--- src/design/fbsc_pkg.sv ---
`default_nettype none

package fbsc_pkg;

    localparam int PLANE_COUNT  = 6;
    localparam int COORD_BITS   = 16;
    localparam int REG_COUNT    = 6;
    localparam int PLANE_BITS   = 64;
    localparam int FIELD_BITS   = 16;
    localparam int RADIUS_BITS  = 16;
    localparam int Q_SHIFT      = 14;
    localparam int CFG_IDX_BITS = 3;

    // planes above the register file are never tested
    localparam int CELL_COUNT = (PLANE_COUNT < REG_COUNT) ? PLANE_COUNT : REG_COUNT;

    // two register stages per cell plus the output register
    localparam int LATENCY = 2 * CELL_COUNT + 1;

    localparam int PROD_BITS = COORD_BITS + FIELD_BITS;
    localparam int SUM_BASE  = (PROD_BITS > FIELD_BITS + Q_SHIFT + 1) ?
                               PROD_BITS : FIELD_BITS + Q_SHIFT + 1;
    localparam int SUM_BITS  = SUM_BASE + 3;

    typedef enum logic {
        CMD_BOX    = 1'b0,
        CMD_SPHERE = 1'b1
    } t_cmd;

    typedef struct packed {
        logic                          valid;
        t_cmd                          cmd;
        logic signed [COORD_BITS-1:0]  lo_x;
        logic signed [COORD_BITS-1:0]  lo_y;
        logic signed [COORD_BITS-1:0]  lo_z;
        logic signed [COORD_BITS-1:0]  hi_x;
        logic signed [COORD_BITS-1:0]  hi_y;
        logic signed [COORD_BITS-1:0]  hi_z;
        logic        [RADIUS_BITS-1:0] radius;
        logic                          visible;
    } t_item;

endpackage

`default_nettype wire

--- src/design/fbsc_cell.sv ---
`default_nettype none

module fbsc_cell (
    input  wire logic                              i_clk,
    input  wire logic                              i_rst_n,
    input  wire logic [fbsc_pkg::PLANE_BITS-1:0]   i_plane,
    input  wire fbsc_pkg::t_item                   i_item,
    output fbsc_pkg::t_item                        o_item
);
    import fbsc_pkg::*;

    logic signed [FIELD_BITS-1:0] w_nx, w_ny, w_nz, w_d;
    logic signed [PROD_BITS-1:0]  w_px_lo, w_px_hi, w_py_lo, w_py_hi, w_pz_lo, w_pz_hi;
    logic signed [PROD_BITS-1:0]  n_tx, n_ty, n_tz;
    logic signed [PROD_BITS-1:0]  r_tx, r_ty, r_tz;
    logic signed [SUM_BITS-1:0]   w_d_q, w_rad_q, w_sum;
    logic                         w_pass;
    t_item                        r_item1, r_item2;

    assign w_nx = i_plane[FIELD_BITS-1:0];
    assign w_ny = i_plane[2*FIELD_BITS-1:FIELD_BITS];
    assign w_nz = i_plane[3*FIELD_BITS-1:2*FIELD_BITS];
    assign w_d  = i_plane[4*FIELD_BITS-1:3*FIELD_BITS];

    // stage 1: per axis products, box keeps the larger term
    assign w_px_lo = PROD_BITS'(w_nx * i_item.lo_x);
    assign w_px_hi = PROD_BITS'(w_nx * i_item.hi_x);
    assign w_py_lo = PROD_BITS'(w_ny * i_item.lo_y);
    assign w_py_hi = PROD_BITS'(w_ny * i_item.hi_y);
    assign w_pz_lo = PROD_BITS'(w_nz * i_item.lo_z);
    assign w_pz_hi = PROD_BITS'(w_nz * i_item.hi_z);

    always_comb begin
        n_tx = w_px_lo;
        n_ty = w_py_lo;
        n_tz = w_pz_lo;
        if (i_item.cmd == CMD_BOX) begin
            if (w_px_hi > w_px_lo) n_tx = w_px_hi;
            if (w_py_hi > w_py_lo) n_ty = w_py_hi;
            if (w_pz_hi > w_pz_lo) n_tz = w_pz_hi;
        end
    end

    // stage 2: plane value plus radius bias must stay above zero
    assign w_d_q   = SUM_BITS'(w_d) <<< Q_SHIFT;
    assign w_rad_q = (r_item1.cmd == CMD_SPHERE) ?
                     (SUM_BITS'(r_item1.radius) << Q_SHIFT) : '0;
    assign w_sum   = SUM_BITS'(r_tx) + SUM_BITS'(r_ty) + SUM_BITS'(r_tz) + w_d_q + w_rad_q;
    assign w_pass  = (w_sum > 0);

    always_ff @(posedge i_clk) begin
        if (!i_rst_n) begin
            r_item1.valid <= 1'b0;
            r_item2.valid <= 1'b0;
        end else begin
            r_item1.valid   <= i_item.valid;
            r_item2.valid   <= r_item1.valid;
            r_item1.cmd     <= i_item.cmd;
            r_item1.lo_x    <= i_item.lo_x;
            r_item1.lo_y    <= i_item.lo_y;
            r_item1.lo_z    <= i_item.lo_z;
            r_item1.hi_x    <= i_item.hi_x;
            r_item1.hi_y    <= i_item.hi_y;
            r_item1.hi_z    <= i_item.hi_z;
            r_item1.radius  <= i_item.radius;
            r_item1.visible <= i_item.visible;
            r_tx            <= n_tx;
            r_ty            <= n_ty;
            r_tz            <= n_tz;
            r_item2.cmd     <= r_item1.cmd;
            r_item2.lo_x    <= r_item1.lo_x;
            r_item2.lo_y    <= r_item1.lo_y;
            r_item2.lo_z    <= r_item1.lo_z;
            r_item2.hi_x    <= r_item1.hi_x;
            r_item2.hi_y    <= r_item1.hi_y;
            r_item2.hi_z    <= r_item1.hi_z;
            r_item2.radius  <= r_item1.radius;
            r_item2.visible <= r_item1.visible & w_pass;
        end
    end

    assign o_item = r_item2;

endmodule

`default_nettype wire

--- config.mk ---
export PLATFORM = sky130hd
export DESIGN_NAME = fbsc_cell
export DESIGN_NICKNAME = d
export VERILOG_FILES = /design/src/design/fbsc_pkg.sv /design/src/design/fbsc_cell.sv
export SDC_FILE = /design/constraint.sdc
export NUM_CORES = 2
export LEC_CHECK = 0
export BUFFER_PORTS_ARGS = -buffer_cell sky130_fd_sc_hd__clkbuf_2
export CELL_PAD_IN_SITES_DETAIL_PLACEMENT = 2
export CELL_PAD_IN_SITES_GLOBAL_PLACEMENT = 2
export CORE_ASPECT_RATIO = 1.1
export CORE_MARGIN = 2
export CORE_UTILIZATION = 39
export DETAILED_ROUTE_END_ITERATION = 10
export PLACE_DENSITY = 0.81
export REMOVE_ABC_BUFFERS = 1
export SLEW_MARGIN = 30
export SYNTH_ARGS = -nofsm -noshare
export SYNTH_HDL_FRONTEND = slang
export SYNTH_SLANG_ARGS = --single-unit
--- constraint.sdc ---
create_clock -name i_clk -period 8.4 [get_ports i_clk]
set_clock_uncertainty 0.05 [all_clocks]
set_input_delay 0 -clock i_clk [delete_from_list [all_inputs] [get_ports i_clk]]
set_output_delay 0 -clock i_clk [all_outputs]
set_load 0.005 [all_outputs]
======== Word level (Yosys, flattened, before mapping) ========
Cells that the tools add are included.
storage, ports and cells
  register bits ........................... 326
  input port bits ......................... 181
  output and inout bits ................... 115
  logic and storage cells ................. 45
operators by class
  $add $sub $neg .......................... 4
  $mul .................................... 6
  $lt $le $gt $ge ......................... 4
  multiplexer cells ....................... 7
  bitwise gates (word level) .............. 1
operators with widths
  kind                   count
  $mul A16 B16 Y32       6
  $mux W32               6
  $gt A32 B32 Y1         3
  $add A34 B30 Y35       1
  $add A35 B31 Y35       1
  $gt A35 B1 Y1 const B  1
  $add A33 B32 Y34       1
  $add A32 B32 Y33       1
  $mux W30               1
  $and A1 B1 Y1          1

======== Depth between registers and ports, before layout ========
  depth in word-level cells ............... 6
  gate-level depth with buffers ........... 39
  mapped depth without buffers ............ 36

======== Least setup slack after synthesis ========
OpenSTA, ideal clock, no wires.
  path kind ............................... input to register
  from .................................... in i_item[66] (netlist name)
  to ...................................... reg r_tz[13], data pin
  setup time .............................. 262 ps
  arrival ................................. 7,768 ps
  data required time ...................... 8,088 ps
  path slack .............................. 320 ps
  stages .................................. 30
  path buffers ............................ 3
  cell sequence ........................... clkbuf_1 -> nand2_1 -> inv_1 -> fa_1 -> inv_1 -> fa_1 -> inv_1 -> fa_1 -> fa_1 -> fa_1 -> fa_1 -> ha_1 -> clkbuf_1 -> o21a_1 -> o21ai_0 -> a21oi_1 -> o41a_1 -> o31a_1 -> o2111a_1 -> a211oi_1 -> ha_1 -> nand4_1 -> nor3_1 -> and4_1 -> nand4_1 -> o31a_1 -> o311a_1 -> nor2_1 -> buf_2 -> mux2_1
between the ends
  cells in the longest elaborated chain, start to end .. 4
ends and longest elaborated chain
  item                  line             text
  from (decl)           fbsc_cell.sv:7   input wire fbsc_pkg::t_item i_item,
  $mul A16 B16 Y32 (*)  fbsc_cell.sv:30  assign w_pz_lo = PROD_BITS'(w_nz * i_item.lo_z);
  $gt A32 B32 Y1        fbsc_cell.sv:40  if (w_pz_hi > w_pz_lo) n_tz = w_pz_hi;
  $mux W32              fbsc_cell.sv:40
  $mux W32 (*)          fbsc_cell.sv:37  if (i_item.cmd == CMD_BOX) begin
  named net n_tz[13]    fbsc_cell.sv:14  logic signed [PROD_BITS-1:0] n_tx, n_ty, n_tz;
  to (signal assigned)  fbsc_cell.sv:69  r_tz <= n_tz;
  to (decl)             fbsc_cell.sv:15  logic signed [PROD_BITS-1:0] r_tx, r_ty, r_tz;
Mark *: on every way through the listed nets, which the timed path passes. The rest lies on a longest branch.
A chain may end at the register's enable or synchronous reset.

======== Worst setup path in the final report ========
  from .................................... in i_item[100] (netlist name)
  to ...................................... reg r_tx[13], data pin
between the ends
  cells in the longest elaborated chain, start to end .. 4
ends and longest elaborated chain
  item                  line             text
  $mul A16 B16 Y32 (*)  fbsc_cell.sv:26  assign w_px_lo = PROD_BITS'(w_nx * i_item.lo_x);
  $gt A32 B32 Y1        fbsc_cell.sv:38  if (w_px_hi > w_px_lo) n_tx = w_px_hi;
  $mux W32              fbsc_cell.sv:38
  $mux W32 (*)          fbsc_cell.sv:37
  named net n_tx[13]    fbsc_cell.sv:14
  to (signal assigned)  fbsc_cell.sv:67  r_tx <= n_tx;
  to (decl)             fbsc_cell.sv:15
Marked as above.

==> impl_metrics.yaml <==
floorplan:
  fp.dieArea_um2: 199000
  die_h_um: 467
  die_x_um: 425
  io_pins: 296
  num_rows: 170
  core_area_um2: 194000
  start_util_pct: 39.1
setup_path:
  required_ps: 8810
  cp_slowest_cell: "fa_1"
  cp-end-kind: "flip-flop"
  rrSetupSlack_ps: 2780
  path_class: "input port to flip-flop"
  crit_arrival_ps: 9320
  crit_path_frequent_cell: "fa_1"
  critPathMaxFanout: 26
  critPathLaunchType: "input port"
  max_stage_delay_ps: 620
final_layout:
  drive_above_1_share_pct: 14.6
  syn_to_final_growth_pct: 17.8
  fillers: 20477
  nets: 11167
routing:
  antenna_left: 0
  vias_per_cell: 5.49
  firstDrtPassIters: 7
  drt-wirelength-per-cell_um: 29.3
  route.detailed.drc: 0
  vias: 62149
  drt-initial-drc-count: 3609
  drt-total-wl_mm: 331
sta:
  drv_slew: 0
  clock.fmax_mhz: 112
  rsz0062_at_grt: "true"
  period_share_pct: 106
  slew-limit-headroom_pct: 36.6
  fin_ws_ps: -509
  tightest_slew_ps: 951
  hold_violations: 0
  finalSetupViolCount: 32
  min_period_ps: 8910
logic_synthesis:
  yosysUniqueCellTypes: 92
  avgSynthCellArea_um2: 9.81
  synthArstFlopShare_pct: 0
  syn_area_um2: 76100
  synth_top_cells_by_area: "fa_1 43%, edfxtp_1 13%, ha_1 11%"
  netlist_instances: 7758
  ys_ff_latch: 326
  synth_top_area_share_pct: 43.2
  synth_area_leader_cell: "fa_1"
  synth_edf_count: 324
  synth-seq-area-share_pct: 12.8
  synth_ff_type: "edfxtp_1"
  yosys_warnings: 0
placed_design:
  globalplace.congestion: 0.885
  post-dp-hpwl_mm: 254
  io_buffers: 295
  pre_cts_ws_ps: -850
clock_network:
  clkLatencyLatePin_ps: 750
  htreeDepth: 2
  cts_tree: "built"
  cts.sinks: 326
  cts_buffer_depth: 3
  clk_pin_slew_worst_paths_ps: 60
  cts-root-buf: "clkbuf_16"
  cts_buffers: 46
job:
  maxCapViolCount: 0
global_route:
  grt_pass1_vias: 75505
  grt_pass1_wl_mm: 476
  grt_max_degree: 151
  antenna_found_initial: 17
  grt_usage_pct: 32.1
  overflow: 0
outcome:
  violations: "setup timing"
  status: "complete, but fails checks"
worst_hold_path:
  min_path_type: "input port to flip-flop"
-- stage by stage --
| step | hold WS (ps) | cell area (µm²) | utilization [%] | std cells | setup TNS (ps) |
|---|---|---|---|---|---|
| floorplan | 48.9 | 75100 | - | 7484 | -11090 |
| global placement | 127 | 85600 | 44.1 | 11063 | -11360 |
| detailed placement | 129 | 85600 | 44.1 | 11063 | -57870 |
| CTS | 2.06 | 88600 | 45.6 | 11280 | 0 |
| global route | 60.6 | 89600 | 46.1 | 11319 | -24140 |
| finish | 51.8 | 89600 | 46.1 | 11324 | -12240 |
-- area by class of cell --
class,instances,area [µm²],area share (%)
clock buffer,48,1160,1.29
clock inverter,37,413,0.461
timing repair buffer,1166,9050,10.1
antenna,9,22.5,0.0251
tap,2580,3230,3.60
multi-input combinational,5312,59000,65.9
inverter,1846,6940,7.74
sequential,326,9770,10.9
-- flip-flops by register name (all words and copies together), names as in the netlist --
name / cells
r_tx: 32
r_item1: 115
r_ty: 32
o_item: 115
r_tz: 32
-- critical path, delay by kind of cell --
kind / cells / cell delay [ps]
simple gates: 4 / 610
compound gates: 13 / 2670
fa+ha+maj: 8 / 3620
xor+xnor: 1 / 260
buf+inv: 12 / 2130
-- layout by cell type, fill, tap and decap left out, types with 62 or more instances in the layout --
master and instances:
a21o_1 103, a21oi_1 136, and2_1 757, buf_4 680, clkbuf_2 275, dlygate4sd3_1 132
edfxtp_1 324, fa_1 1627, ha_1 642, inv_1 1842, nand2_1 819, nand2b_1 62
nor2_1 179, o21ai_0 129, xnor2_1 130, xor2_1 68
-- per-layer routing --
| metal | global-route usage, % | part of all wire [%] | up-vias |
|---|---|---|---|
| met4 | 19.7 | 7.7 | 14 |
| li1 | - | - | 25429 |
| met3 | 4.52 | 5.3 | 1266 |
| met1 | 35.1 | 35 | 32918 |
| met5 | 0 | 0.031 | - |
| met2 | 58.3 | 52 | 2522 |
-- cells by family after synthesis --
group,count (synthesis),share of synthesized area [%]
AND/OR/NAND/NOR,2073,13.7
AO/OA/AOI/OAI,697,6.18
XOR/XNOR,208,2.39
multiplexers,46,0.640
buffers and inverters,2120,10.5
flip-flops,326,12.8
adder cells (fa/ha/maj),2288,53.8
-- what timing repair did --
action	CTS	global route
hold endpoints to repair	171	4
buffers inserted	0	32
cloned	0	1
setup endpoints to repair	43	96
gates resized for setup	11	185
pin swaps	0	77
hold buffers	132	4
-- synth_stat cells, types with 19 or more instances --
| library cell | count |
|---|---|
| nand2b_1 | 63 |
| o21a_1 | 43 |
| nor3_1 | 50 |
| clkbuf_1 | 268 |
| ha_1 | 648 |
| mux2i_1 | 25 |
| nor2b_1 | 29 |
| a21oi_1 | 154 |
| nand3_1 | 41 |
| a21o_1 | 104 |
| o31ai_1 | 29 |
| a31oi_1 | 19 |
| xnor2_1 | 135 |
| edfxtp_1 | 324 |
| nand4_1 | 35 |
| and2_1 | 758 |
| nand2_1 | 821 |
| o21ai_1 | 20 |
| fa_1 | 1640 |
| xor2_1 | 73 |
| inv_1 | 1846 |
| nor2_1 | 188 |
| o21ai_0 | 143 |
-- final timing paths --
kind / from / end / depth (start not counted)
max: i_item[100] / r_tx[13] / 38
min: i_item[12] / r_item1[12] / 2
max reg2reg: r_tx[14] / o_item[0] / 16
min reg2reg: r_item1[28] / o_item[28] / 0
Power is left out: the tool's default activity adds up to more than one toggle a clock period on the data nets, which glitch-free logic cannot reach.
